==> src/rtl/core/slc_pkg.sv <==
// Package for the script lexer token classifier.
// Holds token/lexer types, keyword tables and shared widths.
// No dependencies.
`default_nettype none

package slc_pkg;

  // Widths and sizes
  localparam int POS_WIDTH_DEF   = 16;
  localparam int FIELD_W         = 16;
  localparam int NUM_WORDS       = 17;
  localparam int WORD_CHARS      = 10;
  localparam int QUEUE_DEPTH_DEF = 4;

  // Input command codes
  localparam logic CMD_BYTE = 1'b0;
  localparam logic CMD_END  = 1'b1;

  typedef enum logic [1:0] {
    MODE_IDLE = 2'd0,
    MODE_NAME = 2'd1,
    MODE_NUM  = 2'd2,
    MODE_STR  = 2'd3
  } lex_mode_t;

  typedef enum logic [2:0] {
    KIND_NAME    = 3'd0,
    KIND_KEYWORD = 3'd1,
    KIND_NUMBER  = 3'd2,
    KIND_STRING  = 3'd3,
    KIND_END     = 3'd4,
    KIND_ERROR   = 3'd5
  } token_kind_t;

  typedef struct packed {
    token_kind_t          kind;
    logic [FIELD_W-1:0]   start;
    logic [FIELD_W-1:0]   len;
    logic                 last;
  } token_t;

  // Up to two tokens produced by one input transaction
  typedef struct packed {
    logic   two;
    token_t first;
    token_t second;
  } token_pair_t;

  localparam logic [NUM_WORDS-1:0] ALL_WORDS = '1;

  // Keywords, left aligned and padded with spaces (a space never matches
  // a name character)
  localparam logic [8*WORD_CHARS-1:0] KW_TEXT [NUM_WORDS] = '{
    "if        ", "try       ", "elif      ", "else      ", "echo      ",
    "exit      ", "close     ", "raise     ", "while     ", "break     ",
    "prompt    ", "typeof    ", "return    ", "iferror   ", "continue  ",
    "function  ", "loadimport"
  };

  localparam logic [3:0] KW_LEN [NUM_WORDS] = '{
    4'd2, 4'd3, 4'd4, 4'd4, 4'd4, 4'd4, 4'd5, 4'd5, 4'd5, 4'd5,
    4'd6, 4'd6, 4'd6, 4'd7, 4'd8, 4'd8, 4'd10
  };

  // Character of keyword w at offset idx, zero past the table
  function automatic logic [7:0] kw_char(input int unsigned w, input logic [3:0] idx);
    logic [8*WORD_CHARS-1:0] txt;
    txt = KW_TEXT[w];
    if (idx >= 4'(WORD_CHARS)) return 8'h00;
    return txt[8*(WORD_CHARS-1-int'(idx)) +: 8];
  endfunction

endpackage

`default_nettype wire

==> src/rtl/core/slc_if.sv <==
// Channel interfaces for the script lexer token classifier.
// Depends on nothing; field widths follow the token descriptor layout.
`default_nettype none

interface slc_in_if;
  logic       valid;
  logic       ready;
  logic       cmd;
  logic [7:0] text_byte;

  modport source (output valid, output cmd, output text_byte, input ready);
  modport sink   (input valid, input cmd, input text_byte, output ready);
endinterface

interface slc_out_if;
  logic        valid;
  logic        ready;
  logic [2:0]  token_kind;
  logic [15:0] start_pos;
  logic [15:0] token_len;
  logic        last_of_run;

  modport source (output valid, output token_kind, output start_pos,
                  output token_len, output last_of_run, input ready);
  modport sink   (input valid, input token_kind, input start_pos,
                  input token_len, input last_of_run, output ready);
endinterface

`default_nettype wire

==> src/rtl/core/slc_front.sv <==
// Front end of the lexer: holds scan state, classifies each byte and
// builds the tokens one transaction causes. Depends on slc_pkg.
`default_nettype none

module slc_front
  import slc_pkg::*;
#(
  parameter int POS_WIDTH = POS_WIDTH_DEF
) (
  input  wire logic        clk,
  input  wire logic        rst_n,
  input  wire logic        fire,
  input  wire logic        cmd,
  input  wire logic [7:0]  text_byte,
  output      logic        push,
  output      token_pair_t push_data
);

  localparam logic [7:0] CH_POINT = 8'h2E;
  localparam logic [7:0] CH_ZERO  = 8'h30;
  localparam logic [7:0] CH_NINE  = 8'h39;
  localparam logic [7:0] CH_LA    = 8'h61;
  localparam logic [7:0] CH_LZ    = 8'h7A;
  localparam logic [7:0] CH_UA    = 8'h41;
  localparam logic [7:0] CH_UZ    = 8'h5A;
  localparam logic [7:0] CH_SP    = 8'h20;
  localparam logic [7:0] CH_TAB   = 8'h09;
  localparam logic [7:0] CH_LF    = 8'h0A;
  localparam logic [7:0] CH_CR    = 8'h0D;
  localparam logic [7:0] CH_DQ    = 8'h22;
  localparam logic [7:0] CH_SQ    = 8'h27;
  localparam logic [7:0] CH_BQ    = 8'h60;

  typedef logic [POS_WIDTH-1:0] pos_t;

  function automatic pos_t sat_inc(input pos_t v);
    return (v == '1) ? v : v + POS_WIDTH'(1);
  endfunction

  function automatic logic [FIELD_W-1:0] sat_field(input pos_t v);
    if ((v >> FIELD_W) != '0) return '1;
    return FIELD_W'(v);
  endfunction

  lex_mode_t              mode_r, mode_nxt;
  logic [7:0]             quote_r, quote_nxt;
  logic                   point_r, point_nxt;
  pos_t                   start_r, start_nxt;
  pos_t                   len_r, len_nxt;
  pos_t                   pos_r, pos_nxt;
  logic [NUM_WORDS-1:0]   cand_r, cand_nxt;
  logic                   err_r, err_nxt;

  logic                   is_alpha, is_digit, is_space, is_quote;
  logic [3:0]             char_idx;
  logic [NUM_WORDS-1:0]   cand_cont, cand_first;
  logic                   is_kw;
  token_t                 flush_tok, end_tok, err_tok;
  token_t                 tok_a, tok_b;
  logic [1:0]             cnt;
  logic                   take_flush, take_begin;

  // Classify the incoming byte
  always_comb begin
    is_alpha = ((text_byte >= CH_LA) && (text_byte <= CH_LZ)) ||
               ((text_byte >= CH_UA) && (text_byte <= CH_UZ));
    is_digit = (text_byte >= CH_ZERO) && (text_byte <= CH_NINE);
    is_space = (text_byte == CH_SP) || (text_byte == CH_TAB) ||
               (text_byte == CH_LF) || (text_byte == CH_CR);
    is_quote = (text_byte == CH_DQ) || (text_byte == CH_SQ) || (text_byte == CH_BQ);
  end

  // Narrow the keyword candidates in parallel, one compare per word
  assign char_idx = (len_r >= POS_WIDTH'(16)) ? 4'd15 : len_r[3:0];

  always_comb begin
    for (int i = 0; i < NUM_WORDS; i++) begin
      cand_cont[i]  = cand_r[i] && (kw_char(i, char_idx) == text_byte);
      cand_first[i] = (kw_char(i, 4'd0) == text_byte);
    end
  end

  always_comb begin
    is_kw = 1'b0;
    for (int i = 0; i < NUM_WORDS; i++) begin
      if (cand_r[i] && (len_r == POS_WIDTH'(KW_LEN[i]))) is_kw = 1'b1;
    end
  end

  // Tokens that may leave in this transaction
  always_comb begin
    flush_tok = '0;
    case (mode_r)
      MODE_NAME: flush_tok.kind = is_kw ? KIND_KEYWORD : KIND_NAME;
      MODE_NUM:  flush_tok.kind = KIND_NUMBER;
      MODE_STR:  flush_tok.kind = KIND_STRING;
      default:   flush_tok.kind = KIND_NAME;
    endcase
    flush_tok.start = sat_field(start_r);
    flush_tok.len   = sat_field(len_r);

    end_tok       = '0;
    end_tok.kind  = KIND_END;
    end_tok.start = sat_field(pos_r);

    err_tok       = '0;
    err_tok.kind  = KIND_ERROR;
    err_tok.start = sat_field(pos_r);
    err_tok.len   = FIELD_W'(1);
  end

  // Next scan state and token assembly
  always_comb begin
    mode_nxt   = mode_r;
    quote_nxt  = quote_r;
    point_nxt  = point_r;
    start_nxt  = start_r;
    len_nxt    = len_r;
    pos_nxt    = pos_r;
    cand_nxt   = cand_r;
    err_nxt    = err_r;
    tok_a      = '0;
    tok_b      = '0;
    cnt        = 2'd0;
    take_flush = 1'b0;
    take_begin = 1'b0;

    if (cmd == CMD_END) begin
      if (!err_r && (mode_r != MODE_IDLE)) begin
        tok_a = flush_tok;
        tok_b = end_tok;
        cnt   = 2'd2;
      end else begin
        tok_a = end_tok;
        cnt   = 2'd1;
      end
      // Return to the reset state
      mode_nxt  = MODE_IDLE;
      quote_nxt = '0;
      point_nxt = 1'b0;
      start_nxt = '0;
      len_nxt   = '0;
      pos_nxt   = '0;
      cand_nxt  = ALL_WORDS;
      err_nxt   = 1'b0;
    end else if (!err_r) begin
      case (mode_r)
        MODE_NAME: begin
          if (is_alpha || is_digit) begin
            cand_nxt = cand_cont;
            len_nxt  = sat_inc(len_r);
          end else begin
            take_flush = 1'b1;
            take_begin = 1'b1;
          end
        end
        MODE_NUM: begin
          if (is_digit) begin
            len_nxt = sat_inc(len_r);
          end else if ((text_byte == CH_POINT) && !point_r) begin
            point_nxt = 1'b1;
            len_nxt   = sat_inc(len_r);
          end else begin
            take_flush = 1'b1;
            take_begin = 1'b1;
          end
        end
        MODE_STR: begin
          if (text_byte == quote_r) begin
            take_flush = 1'b1;
          end else begin
            len_nxt = sat_inc(len_r);
          end
        end
        default: take_begin = 1'b1;
      endcase

      if (take_flush) begin
        tok_a    = flush_tok;
        cnt      = 2'd1;
        mode_nxt = MODE_IDLE;
      end

      // Start a token on this byte, from idle or after a flush
      if (take_begin) begin
        if (is_space) begin
          mode_nxt = MODE_IDLE;
        end else if (is_alpha) begin
          mode_nxt  = MODE_NAME;
          start_nxt = pos_r;
          len_nxt   = POS_WIDTH'(1);
          cand_nxt  = cand_first;
        end else if (is_digit) begin
          mode_nxt  = MODE_NUM;
          point_nxt = 1'b0;
          start_nxt = pos_r;
          len_nxt   = POS_WIDTH'(1);
        end else if (is_quote) begin
          mode_nxt  = MODE_STR;
          quote_nxt = text_byte;
          start_nxt = sat_inc(pos_r);
          len_nxt   = '0;
        end else begin
          mode_nxt = MODE_IDLE;
          err_nxt  = 1'b1;
          if (take_flush) begin
            tok_b = err_tok;
            cnt   = 2'd2;
          end else begin
            tok_a = err_tok;
            cnt   = 2'd1;
          end
        end
      end

      if (!err_nxt) pos_nxt = sat_inc(pos_r);
    end

    // Mark the final token of the transaction
    if (cnt == 2'd2) tok_b.last = 1'b1;
    else             tok_a.last = 1'b1;
  end

  assign push             = fire && (cnt != 2'd0);
  assign push_data.two    = (cnt == 2'd2);
  assign push_data.first  = tok_a;
  assign push_data.second = tok_b;

  // Advance scan state on each accepted transaction
  always_ff @(posedge clk) begin
    if (!rst_n) begin
      mode_r  <= MODE_IDLE;
      quote_r <= '0;
      point_r <= 1'b0;
      start_r <= '0;
      len_r   <= '0;
      pos_r   <= '0;
      cand_r  <= ALL_WORDS;
      err_r   <= 1'b0;
    end else if (fire) begin
      mode_r  <= mode_nxt;
      quote_r <= quote_nxt;
      point_r <= point_nxt;
      start_r <= start_nxt;
      len_r   <= len_nxt;
      pos_r   <= pos_nxt;
      cand_r  <= cand_nxt;
      err_r   <= err_nxt;
    end
  end

endmodule

`default_nettype wire

==> src/rtl/core/slc_queue.sv <==
// Short queue of token pairs between the lexer front and back ends.
// Depends on slc_pkg.
`default_nettype none

module slc_queue
  import slc_pkg::*;
#(
  parameter int DEPTH = QUEUE_DEPTH_DEF
) (
  input  wire logic        clk,
  input  wire logic        rst_n,
  input  wire logic        push,
  input  wire token_pair_t push_data,
  input  wire logic        pop,
  output      logic        full,
  output      logic        not_empty,
  output      token_pair_t head
);

  localparam int PTR_W = (DEPTH > 1) ? $clog2(DEPTH) : 1;
  localparam int CNT_W = $clog2(DEPTH + 1);

  token_pair_t         mem_r [DEPTH];
  logic [PTR_W-1:0]    wr_ptr_r, wr_ptr_nxt;
  logic [PTR_W-1:0]    rd_ptr_r, rd_ptr_nxt;
  logic [CNT_W-1:0]    count_r, count_nxt;

  assign full      = (count_r == CNT_W'(DEPTH));
  assign not_empty = (count_r != '0);
  assign head      = mem_r[rd_ptr_r];

  // Wrap pointers and track fill level
  always_comb begin
    wr_ptr_nxt = wr_ptr_r;
    rd_ptr_nxt = rd_ptr_r;
    count_nxt  = count_r;
    if (push) begin
      wr_ptr_nxt = (wr_ptr_r == PTR_W'(DEPTH - 1)) ? '0 : wr_ptr_r + PTR_W'(1);
    end
    if (pop) begin
      rd_ptr_nxt = (rd_ptr_r == PTR_W'(DEPTH - 1)) ? '0 : rd_ptr_r + PTR_W'(1);
    end
    case ({push, pop})
      2'b10:   count_nxt = count_r + CNT_W'(1);
      2'b01:   count_nxt = count_r - CNT_W'(1);
      default: count_nxt = count_r;
    endcase
  end

  always_ff @(posedge clk) begin
    if (!rst_n) begin
      wr_ptr_r <= '0;
      rd_ptr_r <= '0;
      count_r  <= '0;
    end else begin
      wr_ptr_r <= wr_ptr_nxt;
      rd_ptr_r <= rd_ptr_nxt;
      count_r  <= count_nxt;
    end
  end

  // Store entries; no reset on payload
  always_ff @(posedge clk) begin
    if (push) mem_r[wr_ptr_r] <= push_data;
  end

  a_no_push_when_full: assert property (@(posedge clk) disable iff (!rst_n)
    push |-> !full) else $error("queue written while full");

  a_no_pop_when_empty: assert property (@(posedge clk) disable iff (!rst_n)
    pop |-> not_empty) else $error("queue read while empty");

  a_count_bound: assert property (@(posedge clk) disable iff (!rst_n)
    count_r <= CNT_W'(DEPTH)) else $error("queue count overflow");

endmodule

`default_nettype wire

==> src/rtl/core/slc_back.sv <==
// Back end of the lexer: takes token pairs off the queue and presents
// them one transaction at a time from an output register. Depends on slc_pkg.
`default_nettype none

module slc_back
  import slc_pkg::*;
(
  input  wire logic        clk,
  input  wire logic        rst_n,
  input  wire logic        q_not_empty,
  input  wire token_pair_t q_head,
  output      logic        q_pop,
  output      logic        out_valid,
  input  wire logic        out_ready,
  output      token_t      out_tok
);

  token_pair_t pair_r, pair_nxt;
  logic        valid_r, valid_nxt;
  logic        sel_r, sel_nxt;
  logic        done;

  // The pair is finished when its last token is taken
  assign done  = valid_r && out_ready && (sel_r || !pair_r.two);
  assign q_pop = q_not_empty && (!valid_r || done);

  always_comb begin
    pair_nxt  = pair_r;
    valid_nxt = valid_r;
    sel_nxt   = sel_r;
    if (valid_r && out_ready) begin
      if (!sel_r && pair_r.two) sel_nxt = 1'b1;
      else                      valid_nxt = 1'b0;
    end
    // Load the next pair from the queue
    if (q_pop) begin
      pair_nxt  = q_head;
      valid_nxt = 1'b1;
      sel_nxt   = 1'b0;
    end
  end

  always_ff @(posedge clk) begin
    if (!rst_n) begin
      valid_r <= 1'b0;
      sel_r   <= 1'b0;
    end else begin
      valid_r <= valid_nxt;
      sel_r   <= sel_nxt;
    end
  end

  always_ff @(posedge clk) begin
    pair_r <= pair_nxt;
  end

  assign out_valid = valid_r;
  assign out_tok   = sel_r ? pair_r.second : pair_r.first;

endmodule

`default_nettype wire

==> src/rtl/core/script_lexer_token_classifier_core.sv <==
// Top level of the script lexer token classifier.
// Depends on slc_pkg, slc_if, slc_front, slc_queue and slc_back.
//
//   channel   dir   handshake      payload
//   in_chan   in    valid/ready    cmd, text_byte
//   out_chan  out   valid/ready    token_kind, start_pos, token_len, last_of_run
//
// One input transaction is taken per cycle while the token queue has room.
// A transaction that yields two tokens holds the output register until both
// have left in turn; the queue of QUEUE_DEPTH pairs absorbs such bursts.
// The first token is registered in the queue, then in the output register.
// Synchronous active-low reset returns the lexer to idle at position zero
// and empties the queue.
`default_nettype none

module script_lexer_token_classifier_core
  import slc_pkg::*;
#(
  parameter int POS_WIDTH   = POS_WIDTH_DEF,
  parameter int QUEUE_DEPTH = QUEUE_DEPTH_DEF
) (
  input wire logic  clk,
  input wire logic  rst_n,
  slc_in_if.sink    in_chan,
  slc_out_if.source out_chan
);

  logic        fire;
  logic        push;
  token_pair_t push_data;
  logic        q_full;
  logic        q_not_empty;
  logic        q_pop;
  token_pair_t q_head;
  token_t      out_tok;

  // Accept while the queue has room
  assign in_chan.ready = !q_full;
  assign fire          = in_chan.valid && !q_full;

  slc_front #(
    .POS_WIDTH (POS_WIDTH)
  ) u_front (
    .clk       (clk),
    .rst_n     (rst_n),
    .fire      (fire),
    .cmd       (in_chan.cmd),
    .text_byte (in_chan.text_byte),
    .push      (push),
    .push_data (push_data)
  );

  slc_queue #(
    .DEPTH (QUEUE_DEPTH)
  ) u_queue (
    .clk       (clk),
    .rst_n     (rst_n),
    .push      (push),
    .push_data (push_data),
    .pop       (q_pop),
    .full      (q_full),
    .not_empty (q_not_empty),
    .head      (q_head)
  );

  slc_back u_back (
    .clk         (clk),
    .rst_n       (rst_n),
    .q_not_empty (q_not_empty),
    .q_head      (q_head),
    .q_pop       (q_pop),
    .out_valid   (out_chan.valid),
    .out_ready   (out_chan.ready),
    .out_tok     (out_tok)
  );

  // Drive the result payload
  assign out_chan.token_kind  = out_tok.kind;
  assign out_chan.start_pos   = out_tok.start;
  assign out_chan.token_len   = out_tok.len;
  assign out_chan.last_of_run = out_tok.last;

endmodule

`default_nettype wire
==> src/flat_wrapper.sv <==
// flat-port wrapper written by rule: the top's interface ports become plain ports
module script_lexer_token_classifier_core_flat import slc_pkg::*;
#(
  parameter int POS_WIDTH   = POS_WIDTH_DEF,
  parameter int QUEUE_DEPTH = QUEUE_DEPTH_DEF
)
  (clk, rst_n, in_chan_valid, in_chan_cmd, in_chan_text_byte, in_chan_ready, out_chan_valid, out_chan_token_kind, out_chan_start_pos, out_chan_token_len, out_chan_last_of_run, out_chan_ready);
  slc_in_if in_chan_i ();
  slc_out_if out_chan_i ();
  input wire logic clk;
  input wire logic rst_n;
  input wire logic [$bits(in_chan_i.valid)-1:0] in_chan_valid;
  input wire logic [$bits(in_chan_i.cmd)-1:0] in_chan_cmd;
  input wire logic [$bits(in_chan_i.text_byte)-1:0] in_chan_text_byte;
  output wire logic [$bits(in_chan_i.ready)-1:0] in_chan_ready;
  output wire logic [$bits(out_chan_i.valid)-1:0] out_chan_valid;
  output wire logic [$bits(out_chan_i.token_kind)-1:0] out_chan_token_kind;
  output wire logic [$bits(out_chan_i.start_pos)-1:0] out_chan_start_pos;
  output wire logic [$bits(out_chan_i.token_len)-1:0] out_chan_token_len;
  output wire logic [$bits(out_chan_i.last_of_run)-1:0] out_chan_last_of_run;
  input wire logic [$bits(out_chan_i.ready)-1:0] out_chan_ready;
  assign in_chan_i.valid = in_chan_valid;
  assign in_chan_i.cmd = in_chan_cmd;
  assign in_chan_i.text_byte = in_chan_text_byte;
  assign in_chan_ready = in_chan_i.ready;
  assign out_chan_valid = out_chan_i.valid;
  assign out_chan_token_kind = out_chan_i.token_kind;
  assign out_chan_start_pos = out_chan_i.start_pos;
  assign out_chan_token_len = out_chan_i.token_len;
  assign out_chan_last_of_run = out_chan_i.last_of_run;
  assign out_chan_i.ready = out_chan_ready;
  script_lexer_token_classifier_core #(.POS_WIDTH(POS_WIDTH), .QUEUE_DEPTH(QUEUE_DEPTH)) u_core (.clk(clk), .rst_n(rst_n), .in_chan(in_chan_i), .out_chan(out_chan_i));
endmodule
==> config.mk <==
export PLATFORM = sky130hd
export DESIGN_NAME = script_lexer_token_classifier_core_flat
export DESIGN_NICKNAME = d
export VERILOG_FILES = /design/src/rtl/core/slc_pkg.sv /design/src/rtl/core/slc_if.sv /design/src/rtl/core/slc_front.sv /design/src/rtl/core/slc_queue.sv /design/src/rtl/core/slc_back.sv /design/src/rtl/core/script_lexer_token_classifier_core.sv /design/src/flat_wrapper.sv
export SDC_FILE = /design/constraint.sdc
export NUM_CORES = 1
export LEC_CHECK = 0
export ABC_AREA = 1
export BUFFER_PORTS_ARGS = -buffer_cell sky130_fd_sc_hd__buf_2
export CAP_MARGIN = 25
export CORE_ASPECT_RATIO = 0.8
export CORE_UTILIZATION = 63
export CTS_CLUSTER_SIZE = 28
export DETAILED_ROUTE_END_ITERATION = 6
export PLACE_DENSITY = 0.8
export RECOVER_POWER = 50
export SLEW_MARGIN = 20
export SYNTH_ARGS = -nofsm -noshare
export SYNTH_HDL_FRONTEND = slang
export SYNTH_SLANG_ARGS = --single-unit
==> constraint.sdc <==
create_clock -name clk -period 12.9 [get_ports clk]
set_clock_uncertainty 0.05 [all_clocks]
set_input_delay 2.58 -clock clk [delete_from_list [all_inputs] [get_ports clk]]
set_output_delay 2.58 -clock clk [all_outputs]
set_load 0.02 [all_outputs]
==> impl_metrics.py <==
metrics = {
    "clock_network": {
        "htreeDepth": 2,
        "cts_hold_repair.buffers": 0,
        "clock_tree_root": "sky130_fd_sc_hd__clkbuf_16",
        "tritoncts": "done",
        "clock_latency_ps": 530,
        "cts-buffers-inserted": 35,
        "clock_net_sink_count": 361,
        "clkTransAtPathRegs_ps": 60,
        "cts_setup_buffers": 0,
        "post_cts_resize_count": 0,
        "clock_tree.buffer_depth": 3,
    },
    "synth": {
        "top_area_cell_type_share_of_the_netlist_area_pct": 45.5,
        "number_of_synthesized_flops_with_an_enable_pin": 275,
        "synth_top_cell_by_area": "sky130_fd_sc_hd__edfxtp_1",
        "avgSynthCellArea_um2": 8.86,
        "synthesized_netlist_cell_count": 2047,
        "ys.flop_type": "sky130_fd_sc_hd__edfxtp_1",
        "syn-num-nets": 2075,
        "yosys_register_bits": 361,
        "seq_area_frac_synth_pct": 55.0,
        "synth_top_cells_by_count": "sky130_fd_sc_hd__nand2_1, sky130_fd_sc_hd__nor2_1, sky130_fd_sc_hd__edfxtp_1",
        "library_cell_with_the_highest_instance_count_after_synthesis": "sky130_fd_sc_hd__nand2_1",
        "synthesis_warning_total": 0,
        "syn-cell-area_mm2": 0.0181,
        "synth_async_sr_flop_share_pct": 0,
        "synth_top_cells_by_area": "sky130_fd_sc_hd__edfxtp_1, sky130_fd_sc_hd__dfxtp_1, sky130_fd_sc_hd__nand2_1",
        "netlist-cell-type-count": 58,
    },
    "global_route": {
        "grt_antenna_before_repair": 0,
        "grt_usage_pct": 36.8,
        "largest_net_degree_at_the_start_of_global_routing": 90,
        "grt_first_pass_wirelength_um": 81700,
        "vias_in_the_first_global_route": 14222,
        "overflow_left_after_global_routing": 0,
    },
    "drt": {
        "dr.pass1.iters": 7,
        "routed_len_inst_um": 22.1,
        "via_per_inst": 6.30,
        "routed_wirelength_um": 53900,
        "drt.antenna.violating_nets": 0,
        "drc": 4,
        "dr.first_iter.drc_count": 2040,
        "routed-via-count": 15396,
    },
    "placement": {
        "placer_s_final_routability_congestion_estimate": 1.01,
        "portBuffers": 50,
        "detailed_place_hpwl_um": 35900,
        "place_ws_ps": 5800,
        "cell_area_after_placement_mm2": 0.0185,
    },
    "die": {
        "num_rows": 55,
        "boundaryPins": 51,
        "die_x_um": 192,
        "starting_density_of_the_core_pct": 64.1,
        "floorplan.die.height_um": 154,
        "die_area_mm2": 0.0295,
        "core_area_mm2": 0.0283,
    },
    "sta": {
        "final-hold-violation-count": 0,
        "worst_slew_margin_rel_pct": -149,
        "setup_total_negative_slack_ps": 0,
        "fin_crit_sh_pct": 65.5,
        "number_of_failing_setup_endpoints_in_the_final_timing_report": 0,
        "final_critical_path_setup_slack_ps": 4450,
        "report.final.slew_viol_count": 334,
        "unrepaired_setup_endpoints_after_global_routing": "false",
        "timing.fmax_ghz": 0.118,
        "max_slew.worst_pin.slew_ps": 3730,
        "layout_min_cycle_time_ps": 8450,
    },
    "critical_path": {
        "worstReg2RegEnd": "u_core.u_queue.rd_ptr_r[0]",
        "path_class": "in -> reg",
        "critical_path.reg2reg.startpoint": "u_core.u_back.sel_r",
        "arr_time_crit_path_ps": 8810,
        "crit_path_start": "in_chan_text_byte[0]",
        "cp_max_fo": 28,
        "worstSetupEndpoint": "u_core.u_queue.count_r[2]",
        "regToRegSetupSlack_ps": 6540,
        "worstPathRequired_ps": 13260,
        "crit_end_element": "flip-flop",
        "reg2reg_depth": 9,
        "startpoint_type": "input pin",
    },
    "power": {
        "pwr_dens_mw_per_mm2": 235,
        "cellLeakagePower_nw": 7.48,
        "vdd_ir_max_mv": 0.190,
    },
    "flow_run": {
        "max_cap_viol_count": 6,
    },
    "finish": {
        "final_net_count": 2075,
        "stdcell_area_mm2": 0.0195,
        "antenna_cells": 0,
        "area_growth_syn_to_layout_pct": 7.64,
        "fin_util_pct": 69.0,
        "layout-drive-gt1-share_pct": 6.27,
    },
    "outcome": {
        "outcome": "complete, but fails checks",
        "violations": "design-rule violations, max-capacitance violations, max-slew violations",
    },
    "min_path": {
        "min-delay-path-class": "reg -> reg",
    },
}
## layer usage
metal / track usage, % / routed length (um)
met4: 8.77 / 1080
met1: 55.1 / 22900
met3: 10.8 / 7010
met5: 0 / 0
met2: 52.4 / 22900
## critical path, stage by stage
cell                       delay [ps]
sky130_fd_sc_hd__clkbuf_1         750
sky130_fd_sc_hd__inv_1            600
sky130_fd_sc_hd__nand2_1          250
sky130_fd_sc_hd__nor2_1           120
sky130_fd_sc_hd__o21ai_0          220
sky130_fd_sc_hd__nand2_2          120
sky130_fd_sc_hd__nand2_1          360
sky130_fd_sc_hd__inv_4            220
sky130_fd_sc_hd__a21oi_1          730
sky130_fd_sc_hd__inv_1            570
sky130_fd_sc_hd__ha_1             360
sky130_fd_sc_hd__nand2_1           90
sky130_fd_sc_hd__nand2_1          120
sky130_fd_sc_hd__nand3b_1         280
sky130_fd_sc_hd__nand2_2          250
sky130_fd_sc_hd__ha_1             190
sky130_fd_sc_hd__inv_1             70
sky130_fd_sc_hd__fa_1             430
sky130_fd_sc_hd__a21oi_1          140
sky130_fd_sc_hd__o21ai_0          110
sky130_fd_sc_hd__o21ai_0          160
sky130_fd_sc_hd__a21oi_1           60
## placed cells by master (no fill, tap or decap), types with 37 or more instances in the layout
master / netlist / routed
sky130_fd_sc_hd__nand2_1: 399 / 409
sky130_fd_sc_hd__o22ai_1: 74 / 74
sky130_fd_sc_hd__nand3_1: 124 / 124
sky130_fd_sc_hd__a21oi_1: 66 / 69
sky130_fd_sc_hd__edfxtp_1: 275 / 275
sky130_fd_sc_hd__o21ai_0: 185 / 188
sky130_fd_sc_hd__xor2_1: 37 / 37
sky130_fd_sc_hd__dfxtp_1: 86 / 85
sky130_fd_sc_hd__nor2_1: 294 / 294
sky130_fd_sc_hd__inv_1: 173 / 179
sky130_fd_sc_hd__clkbuf_1: 62 / 51
## sequential cells by signal, summed over array words and instances, names as in the netlist
| signal | count |
|---|---|
| u_core.u_front.cand_r | 17 |
| u_core.u_front.mode_r | 2 |
| u_core.u_front.err_r | 1 |
| u_core.u_back.out_valid | 1 |
| u_core.u_front.start_r | 16 |
| u_core.u_back.sel_r | 1 |
| u_core.u_front.quote_r | 8 |
| u_core.u_queue.count_r | 3 |
| u_core.u_queue.wr_ptr_r | 2 |
| u_core.u_back.pair_r | 55 |
| u_core.u_queue.rd_ptr_r | 2 |
| u_core.u_front.pos_r | 16 |
| u_core.u_queue.mem_r | 220 |
| u_core.u_front.len_r | 16 |
| u_core.u_front.point_r | 1 |
## power breakdown
| group | internal, mW | switching, mW | total [mW] |
|---|---|---|---|
| Sequential | 1.54 | 0.0906 | 1.63 |
| Combinational | 0.479 | 1.42 | 1.90 |
| Clock | 0.624 | 0.434 | 1.06 |
## stage by stage
stage	instances	power, mW	hold WS (ps)
after floorplan	2047	2.92	369
after global placement	2380	3.47	388
after detailed placement	2380	3.49	393
after CTS	2444	4.54	402
after global routing	2444	4.83	430
final	2444	4.58	402
## area by class of cell
class	count	area (um^2)
Clock inverter	19	243
Clock buffer	45	945
Tap cell	370	463
Inverter	193	731
Multi-Input combinational cell	1395	6890
Fill cell	2231	8760
Sequential cell	361	9980
Timing Repair Buffer	61	269
## logic make-up (layout without fill, tap and decap cells)
| family | after synthesis | after routing | share of synthesized area, % |
|---|---|---|---|
| simple gates | 936 | 936 | 22.5 |
| compound gates | 407 | 407 | 13.0 |
| flops | 361 | 361 | 55.0 |
| buf+inv | 291 | 318 | 6.53 |
| xor+xnor | 37 | 37 | 1.79 |
| fa+ha+maj | 15 | 15 | 1.08 |
## worst min-delay path by stage
stage / start / endpoint / slack [ps] / depth (start not counted)
after detailed placement: u_core.u_front.cand_r[12] / u_core.u_front.cand_r[12] / 390 / 2
after global routing: u_core.u_front.quote_r[4] / u_core.u_front.quote_r[4] / 430 / 2
final: u_core.u_front.cand_r[12] / u_core.u_front.cand_r[12] / 400 / 2
after global placement: u_core.u_front.cand_r[12] / u_core.u_front.cand_r[12] / 390 / 2
after CTS: u_core.u_front.cand_r[12] / u_core.u_front.cand_r[12] / 400 / 2
after floorplan: u_core.u_front.cand_r[6] / u_core.u_front.cand_r[6] / 370 / 2
(Power assumes the default switching activity.)
